$ cat src/hdl/rau_pkg.sv
// ----------------------------------------------------------------------------
// rau_pkg
// Shared types and constants of the rational arithmetic unit.
// ----------------------------------------------------------------------------
package rau_pkg;

	// Default width of a numerator; denominators are one bit narrower
	localparam int RAU_OPERAND_WIDTH = 16;

	// Width of the result fraction fields
	localparam int RES_WIDTH = 32;

	// Operation codes
	localparam int OP_WIDTH = 3;
	typedef logic [OP_WIDTH-1:0] op_t;

	localparam op_t OP_ADD = 3'd0;
	localparam op_t OP_SUB = 3'd1;
	localparam op_t OP_MUL = 3'd2;
	localparam op_t OP_DIV = 3'd3;
	localparam op_t OP_NEG = 3'd4;
	localparam op_t OP_INV = 3'd5;

endpackage

$ cat src/hdl/rau_req_if.sv
// ----------------------------------------------------------------------------
// rau_req_if
// Request channel: operation code and the two operand fractions.
// ----------------------------------------------------------------------------
interface rau_req_if
	import rau_pkg::*;
#(
	parameter int OPERAND_WIDTH = RAU_OPERAND_WIDTH
) ();
	logic                            valid;
	logic                            ready;
	op_t                             op;
	logic signed [OPERAND_WIDTH-1:0] a_num;
	logic        [OPERAND_WIDTH-2:0] a_den;
	logic signed [OPERAND_WIDTH-1:0] b_num;
	logic        [OPERAND_WIDTH-2:0] b_den;

	modport source (output valid, op, a_num, a_den, b_num, b_den, input ready);
	modport sink   (input valid, op, a_num, a_den, b_num, b_den, output ready);
endinterface

$ cat src/hdl/rau_rsp_if.sv
// ----------------------------------------------------------------------------
// rau_rsp_if
// Response channel: result fraction and comparison flags.
// ----------------------------------------------------------------------------
interface rau_rsp_if
	import rau_pkg::*;
();
	logic                        valid;
	logic                        ready;
	logic signed [RES_WIDTH-1:0] res_num;
	logic signed [RES_WIDTH-1:0] res_den;
	logic                        den_zero;
	logic                        a_eq_b;
	logic                        a_gt_b;

	modport source (output valid, res_num, res_den, den_zero, a_eq_b, a_gt_b, input ready);
	modport sink   (input valid, res_num, res_den, den_zero, a_eq_b, a_gt_b, output ready);
endinterface

$ cat src/hdl/rau_div.sv
// ----------------------------------------------------------------------------
// rau_div
// Restoring divider, one quotient bit per cycle, unsigned operands.
// ----------------------------------------------------------------------------
module rau_div #(
	parameter int WIDTH = 15
) (
	input  logic             clk,
	input  logic             arst_n,
	input  logic             start,
	input  logic [WIDTH-1:0] dividend,
	input  logic [WIDTH-1:0] divisor,
	output logic             done,
	output logic [WIDTH-1:0] quotient
);
	localparam int CW = $clog2(WIDTH + 1);

	logic             busy_q;
	logic             done_q;
	logic [CW-1:0]    cnt_q;
	logic [WIDTH:0]   rem_q;
	logic [WIDTH-1:0] quo_q;
	logic [WIDTH-1:0] dvs_q;

	logic [WIDTH:0]   rem_sh;
	logic [WIDTH:0]   diff;

	// Bring in the next dividend bit, trial-subtract the divisor
	assign rem_sh = {rem_q[WIDTH-1:0], quo_q[WIDTH-1]};
	assign diff   = rem_sh - {1'b0, dvs_q};

	always_ff @(posedge clk or negedge arst_n) begin
		if (!arst_n) begin
			busy_q <= 1'b0;
			done_q <= 1'b0;
			cnt_q  <= '0;
		end else begin
			done_q <= 1'b0;
			if (start) begin
				busy_q <= 1'b1;
				cnt_q  <= CW'(WIDTH);
			end else if (busy_q) begin
				cnt_q <= cnt_q - 1'b1;
				if (cnt_q == CW'(1)) begin
					busy_q <= 1'b0;
					done_q <= 1'b1;
				end
			end
		end
	end

	always_ff @(posedge clk) begin
		if (start) begin
			rem_q <= '0;
			quo_q <= dividend;
			dvs_q <= divisor;
		end else if (busy_q) begin
			if (!diff[WIDTH]) begin
				rem_q <= diff;
				quo_q <= {quo_q[WIDTH-2:0], 1'b1};
			end else begin
				rem_q <= rem_sh;
				quo_q <= {quo_q[WIDTH-2:0], 1'b0};
			end
		end
	end

	assign done     = done_q;
	assign quotient = quo_q;
endmodule

$ cat src/hdl/rational_arith_unit_core.sv
// ----------------------------------------------------------------------------
// rational_arith_unit_core
// Add, subtract, multiply, divide, negate or invert two fractions; the
// result is not reduced. Add and subtract scale to the LCM of the two
// denominators through a binary gcd and two quotients.
//
//   channel  dir  handshake     payload
//   req      in   valid/ready   op, a_num, a_den, b_num, b_den
//   rsp      out  valid/ready   res_num, res_den, den_zero, a_eq_b, a_gt_b
//
// One item at a time; req.ready is high only while the sequencer is idle.
// From the accepting edge to rsp.valid: div, neg, inv, unused codes and add or
// sub with a zero denominator pass the two cross products and the dispatch;
// mul also forms the numerator and denominator products. Other add and sub
// items also run the data-dependent gcd steps, the one-bit-per-cycle divider
// twice and the single shared multiplier.
// A finished result waits in the output register; the next item is taken
// while it waits, and the sequencer holds before writing it again.
// arst_n clears the sequencer and the output valid flag.
// ----------------------------------------------------------------------------
module rational_arith_unit_core
	import rau_pkg::*;
#(
	parameter int OPERAND_WIDTH = RAU_OPERAND_WIDTH
) (
	input  logic clk,
	input  logic arst_n,
	rau_req_if.sink   req,
	rau_rsp_if.source rsp
);
	localparam int W  = OPERAND_WIDTH;
	localparam int DW = OPERAND_WIDTH - 1;
	localparam int PW = 2 * OPERAND_WIDTH;
	localparam int KW = $clog2(OPERAND_WIDTH);

	typedef enum logic [4:0] {
		S_IDLE,
		S_CROSS_A,
		S_CROSS_B,
		S_DISPATCH,
		S_MUL_N,
		S_MUL_D,
		S_MUL_E,
		S_GCD,
		S_DIV_A,
		S_DIV_A_W,
		S_DIV_B,
		S_DIV_B_W,
		S_ADD_1,
		S_ADD_2,
		S_ADD_3,
		S_ADD_4,
		S_DONE
	} state_t;

	state_t state_q;

	op_t                 op_q;
	logic signed [W-1:0] an_q;
	logic        [DW-1:0] ad_q;
	logic signed [W-1:0] bn_q;
	logic        [DW-1:0] bd_q;

	logic signed [PW-1:0] prod_q;
	logic signed [PW-1:0] lhs_q;
	logic        [DW-1:0] gx_q;
	logic        [DW-1:0] gy_q;
	logic        [KW-1:0] gk_q;
	logic        [DW-1:0] g_q;
	logic        [DW-1:0] qa_q;
	logic        [DW-1:0] qb_q;

	logic [RES_WIDTH-1:0] rn_q;
	logic [RES_WIDTH-1:0] rd_q;
	logic                 eq_q;
	logic                 gt_q;

	logic                        out_valid_q;
	logic signed [RES_WIDTH-1:0] res_num_q;
	logic signed [RES_WIDTH-1:0] res_den_q;
	logic                        den_zero_q;
	logic                        a_eq_b_q;
	logic                        a_gt_b_q;

	logic signed [W-1:0]  mul_a;
	logic signed [W-1:0]  mul_b;
	logic signed [63:0]   prod_ext;
	logic signed [63:0]   lhs_ext;
	logic [RES_WIDTH-1:0] prod_lo;
	logic [RES_WIDTH-1:0] an_ext;
	logic [RES_WIDTH-1:0] ad_ext;

	logic          div_start;
	logic [DW-1:0] div_dividend;
	logic          div_done;
	logic [DW-1:0] div_quo;

	assign prod_ext = 64'(prod_q);
	assign lhs_ext  = 64'(lhs_q);
	assign prod_lo  = prod_ext[RES_WIDTH-1:0];
	assign an_ext   = RES_WIDTH'(an_q);
	assign ad_ext   = RES_WIDTH'(ad_q);

	// Operand select of the shared multiplier
	always_comb begin
		unique case (state_q)
			S_CROSS_A: begin
				mul_a = an_q;
				mul_b = signed'({1'b0, bd_q});
			end
			S_CROSS_B: begin
				mul_a = bn_q;
				mul_b = signed'({1'b0, ad_q});
			end
			S_MUL_N: begin
				mul_a = an_q;
				mul_b = bn_q;
			end
			S_MUL_D: begin
				mul_a = signed'({1'b0, ad_q});
				mul_b = signed'({1'b0, bd_q});
			end
			S_ADD_1: begin
				mul_a = an_q;
				mul_b = signed'({1'b0, qb_q});
			end
			S_ADD_2: begin
				mul_a = bn_q;
				mul_b = signed'({1'b0, qa_q});
			end
			S_ADD_3: begin
				mul_a = signed'({1'b0, qa_q});
				mul_b = signed'({1'b0, bd_q});
			end
			default: begin
				mul_a = '0;
				mul_b = '0;
			end
		endcase
	end

	always_ff @(posedge clk) begin
		prod_q <= mul_a * mul_b;
	end

	assign div_start    = (state_q == S_DIV_A) || (state_q == S_DIV_B);
	assign div_dividend = (state_q == S_DIV_A) ? ad_q : bd_q;

	rau_div #(
		.WIDTH (DW)
	) u_div (
		.clk      (clk),
		.arst_n   (arst_n),
		.start    (div_start),
		.dividend (div_dividend),
		.divisor  (g_q),
		.done     (div_done),
		.quotient (div_quo)
	);

	always_ff @(posedge clk or negedge arst_n) begin
		if (!arst_n) begin
			state_q     <= S_IDLE;
			out_valid_q <= 1'b0;
			op_q        <= OP_ADD;
			an_q        <= '0;
			ad_q        <= '0;
			bn_q        <= '0;
			bd_q        <= '0;
			lhs_q       <= '0;
			gx_q        <= '0;
			gy_q        <= '0;
			gk_q        <= '0;
			g_q         <= '0;
			qa_q        <= '0;
			qb_q        <= '0;
			rn_q        <= '0;
			rd_q        <= '0;
			eq_q        <= 1'b0;
			gt_q        <= 1'b0;
			res_num_q   <= '0;
			res_den_q   <= '0;
			den_zero_q  <= 1'b0;
			a_eq_b_q    <= 1'b0;
			a_gt_b_q    <= 1'b0;
		end else begin
			// Drop the output item once taken, unless a new one is written now
			if (rsp.ready && state_q != S_DONE) begin
				out_valid_q <= 1'b0;
			end
			unique case (state_q)
				S_IDLE: begin
					if (req.valid) begin
						op_q    <= req.op;
						an_q    <= req.a_num;
						ad_q    <= req.a_den;
						bn_q    <= req.b_num;
						bd_q    <= req.b_den;
						state_q <= S_CROSS_A;
					end
				end
				S_CROSS_A: begin
					state_q <= S_CROSS_B;
				end
				S_CROSS_B: begin
					lhs_q   <= prod_q;
					state_q <= S_DISPATCH;
				end
				S_DISPATCH: begin
					// prod_q holds b_num * a_den here
					eq_q <= (lhs_q == prod_q);
					gt_q <= (lhs_q > prod_q);
					case (op_q) inside
						OP_ADD, OP_SUB: begin
							if (ad_q == '0 || bd_q == '0) begin
								rn_q    <= '0;
								rd_q    <= '0;
								state_q <= S_DONE;
							end else begin
								gx_q    <= ad_q;
								gy_q    <= bd_q;
								gk_q    <= '0;
								state_q <= S_GCD;
							end
						end
						OP_MUL: begin
							state_q <= S_MUL_N;
						end
						OP_DIV: begin
							rn_q    <= lhs_ext[RES_WIDTH-1:0];
							rd_q    <= prod_lo;
							state_q <= S_DONE;
						end
						OP_NEG: begin
							rn_q    <= -an_ext;
							rd_q    <= ad_ext;
							state_q <= S_DONE;
						end
						OP_INV: begin
							rn_q    <= ad_ext;
							rd_q    <= an_ext;
							state_q <= S_DONE;
						end
						default: begin
							rn_q    <= an_ext;
							rd_q    <= ad_ext;
							state_q <= S_DONE;
						end
					endcase
				end
				S_MUL_N: begin
					state_q <= S_MUL_D;
				end
				S_MUL_D: begin
					rn_q    <= prod_lo;
					state_q <= S_MUL_E;
				end
				S_MUL_E: begin
					rd_q    <= prod_lo;
					state_q <= S_DONE;
				end
				S_GCD: begin
					// Binary gcd: strip common twos, then subtract odd from odd
					if (gx_q == gy_q) begin
						g_q     <= DW'(gx_q << gk_q);
						state_q <= S_DIV_A;
					end else if (!gx_q[0] && !gy_q[0]) begin
						gx_q <= gx_q >> 1;
						gy_q <= gy_q >> 1;
						gk_q <= gk_q + 1'b1;
					end else if (!gx_q[0]) begin
						gx_q <= gx_q >> 1;
					end else if (!gy_q[0]) begin
						gy_q <= gy_q >> 1;
					end else if (gx_q > gy_q) begin
						gx_q <= gx_q - gy_q;
					end else begin
						gy_q <= gy_q - gx_q;
					end
				end
				S_DIV_A: begin
					state_q <= S_DIV_A_W;
				end
				S_DIV_A_W: begin
					if (div_done) begin
						qa_q    <= div_quo;
						state_q <= S_DIV_B;
					end
				end
				S_DIV_B: begin
					state_q <= S_DIV_B_W;
				end
				S_DIV_B_W: begin
					if (div_done) begin
						qb_q    <= div_quo;
						state_q <= S_ADD_1;
					end
				end
				S_ADD_1: begin
					state_q <= S_ADD_2;
				end
				S_ADD_2: begin
					rn_q    <= prod_lo;
					state_q <= S_ADD_3;
				end
				S_ADD_3: begin
					rn_q    <= (op_q == OP_SUB) ? rn_q - prod_lo : rn_q + prod_lo;
					state_q <= S_ADD_4;
				end
				S_ADD_4: begin
					rd_q    <= prod_lo;
					state_q <= S_DONE;
				end
				S_DONE: begin
					// Hold until the output register is free
					if (!out_valid_q || rsp.ready) begin
						out_valid_q <= 1'b1;
						res_num_q   <= rn_q;
						res_den_q   <= rd_q;
						den_zero_q  <= (rd_q == '0);
						a_eq_b_q    <= eq_q;
						a_gt_b_q    <= gt_q;
						state_q     <= S_IDLE;
					end
				end
				default: begin
					state_q <= S_IDLE;
				end
			endcase
		end
	end

	assign req.ready    = (state_q == S_IDLE);
	assign rsp.valid    = out_valid_q;
	assign rsp.res_num  = res_num_q;
	assign rsp.res_den  = res_den_q;
	assign rsp.den_zero = den_zero_q;
	assign rsp.a_eq_b   = a_eq_b_q;
	assign rsp.a_gt_b   = a_gt_b_q;
endmodule

$ cat src/flat_wrapper.sv
// flat-port wrapper written by rule: the top's interface ports become plain ports
module rational_arith_unit_core_flat import rau_pkg::*;
#(
	parameter int OPERAND_WIDTH = RAU_OPERAND_WIDTH
)
  (clk, arst_n, req_valid, req_op, req_a_num, req_a_den, req_b_num, req_b_den, req_ready, rsp_valid, rsp_res_num, rsp_res_den, rsp_den_zero, rsp_a_eq_b, rsp_a_gt_b, rsp_ready);
  rau_req_if #(.OPERAND_WIDTH(OPERAND_WIDTH)) req_i ();
  rau_rsp_if rsp_i ();
  input  logic clk;
  input  logic arst_n;
  input wire logic [$bits(req_i.valid)-1:0] req_valid;
  input wire logic [$bits(req_i.op)-1:0] req_op;
  input wire logic [$bits(req_i.a_num)-1:0] req_a_num;
  input wire logic [$bits(req_i.a_den)-1:0] req_a_den;
  input wire logic [$bits(req_i.b_num)-1:0] req_b_num;
  input wire logic [$bits(req_i.b_den)-1:0] req_b_den;
  output wire logic [$bits(req_i.ready)-1:0] req_ready;
  output wire logic [$bits(rsp_i.valid)-1:0] rsp_valid;
  output wire logic [$bits(rsp_i.res_num)-1:0] rsp_res_num;
  output wire logic [$bits(rsp_i.res_den)-1:0] rsp_res_den;
  output wire logic [$bits(rsp_i.den_zero)-1:0] rsp_den_zero;
  output wire logic [$bits(rsp_i.a_eq_b)-1:0] rsp_a_eq_b;
  output wire logic [$bits(rsp_i.a_gt_b)-1:0] rsp_a_gt_b;
  input wire logic [$bits(rsp_i.ready)-1:0] rsp_ready;
  assign req_i.valid = req_valid;
  assign req_i.op = req_op;
  assign req_i.a_num = req_a_num;
  assign req_i.a_den = req_a_den;
  assign req_i.b_num = req_b_num;
  assign req_i.b_den = req_b_den;
  assign req_ready = req_i.ready;
  assign rsp_valid = rsp_i.valid;
  assign rsp_res_num = rsp_i.res_num;
  assign rsp_res_den = rsp_i.res_den;
  assign rsp_den_zero = rsp_i.den_zero;
  assign rsp_a_eq_b = rsp_i.a_eq_b;
  assign rsp_a_gt_b = rsp_i.a_gt_b;
  assign rsp_i.ready = rsp_ready;
  rational_arith_unit_core #(.OPERAND_WIDTH(OPERAND_WIDTH)) u_core (.clk(clk), .arst_n(arst_n), .req(req_i), .rsp(rsp_i));
endmodule
$ cat config.mk
export PLATFORM = sky130hd
export DESIGN_NAME = rational_arith_unit_core_flat
export DESIGN_NICKNAME = d
export VERILOG_FILES = /design/src/hdl/rau_pkg.sv /design/src/hdl/rau_req_if.sv /design/src/hdl/rau_rsp_if.sv /design/src/hdl/rau_div.sv /design/src/hdl/rational_arith_unit_core.sv /design/src/flat_wrapper.sv
export SDC_FILE = /design/constraint.sdc
export NUM_CORES = 2
export LEC_CHECK = 0
export BUFFER_PORTS_ARGS = -buffer_cell sky130_fd_sc_hd__buf_4
export CAP_MARGIN = 20
export CORE_MARGIN = 3
export CORE_UTILIZATION = 68
export CTS_CLUSTER_DIAMETER = 30
export DETAILED_ROUTE_END_ITERATION = 12
export PLACE_DENSITY = 0.87
export SYNTH_ARGS = -nofsm -noshare
export SYNTH_HDL_FRONTEND = slang
export SYNTH_SLANG_ARGS = --single-unit
$ cat constraint.sdc
create_clock -name clk -period 11.39 [get_ports clk]
set_input_delay 2.278 -clock clk [delete_from_list [all_inputs] [get_ports clk]]
set_output_delay 2.278 -clock clk [all_outputs]
set_load 0.02 [all_outputs]
==> flow_summary_export.csv <==
group,metric,value,unit
outcome,status,"finished, final reports clean",
global_routing,vias_in_the_first_global_route,28900,
global_routing,grt.total_usage,39.8,%
drt,detail_route.first_pass.iterations,8,
run,maxCapViolations,0,
drt,via_per_inst,6.61,
drt,wirelength,102000,microns
global_routing,grt_antenna_before_repair,1,
hold_path,min-delay-start,"u_core.g_q[0]",
timing,period_share,79.2,%
timing,worst_pin_slew,1.11,ns
clock_tree,tritoncts_clock_tree,"built",
clock_tree,cts-htree-levels,3,
drt,number_of_vias_after_detailed_routing,29200,
cells_and_area,layout.nets,4221,
critical_path,worstRegToRegCells,26,
logic_synthesis,mappedNetlistArea,33400,sq um
critical_path,timing.critical_path.max_delay_family,"adder cells",
critical_path,critical_path.endpoint,"u_core.prod_lo[28]",
timing,rsz0062_at_grt,"no",
cells_and_area,layout_common_cells,"inv_1, nor2_1, nand2_1, dfrtp_1, fa_1",
place,port-buffer-count,137,
floorplan,std_cell_rows,80,
critical_path,worst_setup_path_end_kind,"flip-flop",
critical_path,worst_setup_path_startpoint,"u_core.state_q[0]",
critical_path,start_to_end_type_of_the_worst_setup_path,"flip-flop to flip-flop",
clock_tree,clock_latency,0.68,ns
clock_tree,cts-root-buf,"clkbuf_16",
critical_path,critical_path_arrival,9.55,ns
logic_synthesis,synth_area_per_cell,9.27,sq um
logic_synthesis,yosys-top-cells-area,"dfrtp_1, fa_1, ha_1",
logic_synthesis,ys_ff_latch,398,
logic_synthesis,yosysUniqueCellTypes,84,
critical_path,reg2reg_setup_slack,2.37,ns
logic_synthesis,yosysSeqAreaShare,29.6,%
clock_tree,cts_hold_buffers,0,
global_routing,global_route_wire_length_before_repair,159000,microns
timing,finalClockSkew,0.0827,ns
global_routing,grt_start_max_net_pins,125,
critical_path,rr_endpoint,"u_core.prod_lo[28]",
logic_synthesis,number_of_synthesized_flops_with_an_enable_pin,30,
logic_synthesis,ys_dominant_reg_cell,"dfrtp_1",
place,final_weighted_congestion_in_routability_driven_placement,1.01,
critical_path,critical_path.n_buffers_inverters,7,
clock_tree,post-cts-setup-buffer-count,0,
logic_synthesis,postSynthNetCount,4132,
critical_path,cp_data_required_time,11.92,ns
clock_tree,cts-buffers-inserted,82,
critical_path,worstSetupStartpointType,"flip-flop",
clock_tree,cts_resized,0,
critical_path,worst_path_max_delay_cell,"fa_1",
floorplan,die-height,228,microns
clock_tree,clk_transition_reported_paths,0.06,ns
timing,finalCriticalPeriod,9.02,ns
floorplan,die_area,51800,sq um
timing,finalSetupViolCount,0,
critical_path,worstSetupPathDepth,26,
logic_synthesis,gate_count_post_synth,3600,
logic_synthesis,area_share_of_the_largest_cell_type_after_synthesis,24.1,%
drt,wl_per_cell,23.0,microns
logic_synthesis,yosysTopAreaCell,"dfrtp_1",
timing,maxSlewViolCount,0,
timing,finalHoldViolations,0,
floorplan,starting_density_of_the_core,69.3,%
floorplan,io-pin-count,138,
cells_and_area,drive_gt1_share,15.2,%
critical_path,cpMostUsedCell,"fa_1",
timing,fin_setup_tns,0,ns
cells_and_area,layout_commonest_cell,"inv_1",
clock_tree,numClockSinks,398,
floorplan,floorplan.core_area,48100,sq um
drt,dr.first_iter.drc_count,4031,
clock_tree,max-clock-path-buffers,3,
cells_and_area,syn_to_final_growth,14.0,%
critical_path,crit-reg2reg-launch,"u_core.state_q[0]",
hold_path,worst_hold_path_type,"flip-flop to flip-flop",
logic_synthesis,synth_async_sr_flop_share,80.7,%
place,dp_hpwl,71700,microns
global_routing,grt-ovfl-total,0,
logic_synthesis,yosys_warnings,0,
timing,max_freq,111,MHz
critical_path,critical_path.max_stage_delay,0.92,ns
drt,final_antenna_violating_net_count,0,
drt,drt_drc_violations_left,0,
critical_path,critical_path.max_fanout,25,
floorplan,dieWidth,228,microns
timing,timing.max_slew.rel_slack,25.9,%
cells by family (layout without fill, tap and decap cells):
logic type	after synthesis	in the layout	share of synthesized area, %
XOR/XNOR	129	129	3.41
other	0	2	0
AO/OA/AOI/OAI	804	804	16.0
AND/OR/NAND/NOR	979	979	13.2
flip-flops	398	398	29.6
adder cells (fa/ha/maj)	463	463	23.3
buffers and inverters	604	762	6.90
multiplexers	223	223	7.53
area by class of cell:
class	instances	area, sq um
Clock buffer	98	2180
Timing Repair Buffer	199	1560
Sequential cell	398	9870
Clock inverter	55	805
Antenna cell	2	5.00
Inverter	410	1540
Fill cell	3044	10100
Tap cell	656	821
Multi-Input combinational cell	2598	21300
flip-flops by register name, indices dropped and copies added, names as in the netlist, 16 cells and up:
signal,flops
u_core.rsp.res_num,32
u_core.an_q,16
u_core.rn_q,32
u_core.rsp.res_den,32
u_core.lhs_q,32
u_core.rd_q,32
u_core.bn_q,16
u_core.prod_lo,32
cell usage after synthesis, drive strengths merged, types with 23 or more instances:
cell type  count
a211oi        29
a21o          44
a21oi        165
a221oi        48
a22o          23
a22oi         41
a31oi         33
buf           44
clkbuf       150
dfrtp        321
dfxtp         47
edfxtp        30
fa           266
ha           197
inv          408
mux2         163
mux2i         54
nand2        335
nand2b        36
nand3         47
nand4         26
nor2         347
nor3          50
nor4          23
o21ai        225
o31ai         49
or2           26
xnor2        103
xor2          26
worst min path at each step:
stage          slack [ns]  cells after the start                     end
2_1_floorplan        0.42                      0   u_core.u_div.dvs_q[0]
3_3_place_gp         0.43                      0   u_core.u_div.dvs_q[5]
3_5_place_dp         0.43                      0  u_core.u_div.dvs_q[14]
4_1_cts              0.44                      0   u_core.u_div.dvs_q[0]
5_1_grt              0.44                      0   u_core.u_div.dvs_q[0]
6_report             0.43                      0   u_core.u_div.dvs_q[0]
layer usage:
layer / GRT usage, % / wire, microns / vias up / part of all wire (%)
li1: - / - / 12600 / -
met1: 51.9 / 37900 / 14100 / 37
met2: 60.2 / 44700 / 2030 / 44
met3: 10.4 / 12300 / 491 / 12
met4: 23.6 / 6720 / 2 / 6.6
met5: 0 / 15 / - / 0.015
per-stage QoR:
stage | setup slack, ns | cells | hold WS (ns) | util [%] | instance area (sq um)
6_report | 2.37 | 4416 | 0.430 | 79.0 | 38000
3_5_place_dp | 2.20 | 4257 | 0.434 | 72.6 | 35000
4_1_cts | 2.11 | 4410 | 0.441 | 78.8 | 38000
5_1_grt | 2.02 | 4414 | 0.444 | 79.0 | 38000
2_1_floorplan | 3.72 | 3600 | 0.425 | - | 33400
3_3_place_gp | 2.44 | 4256 | 0.430 | 72.6 | 35000
Power is left out: the tool's default activity adds up to more than one toggle a clock period on the data nets, which glitch-free logic cannot reach.
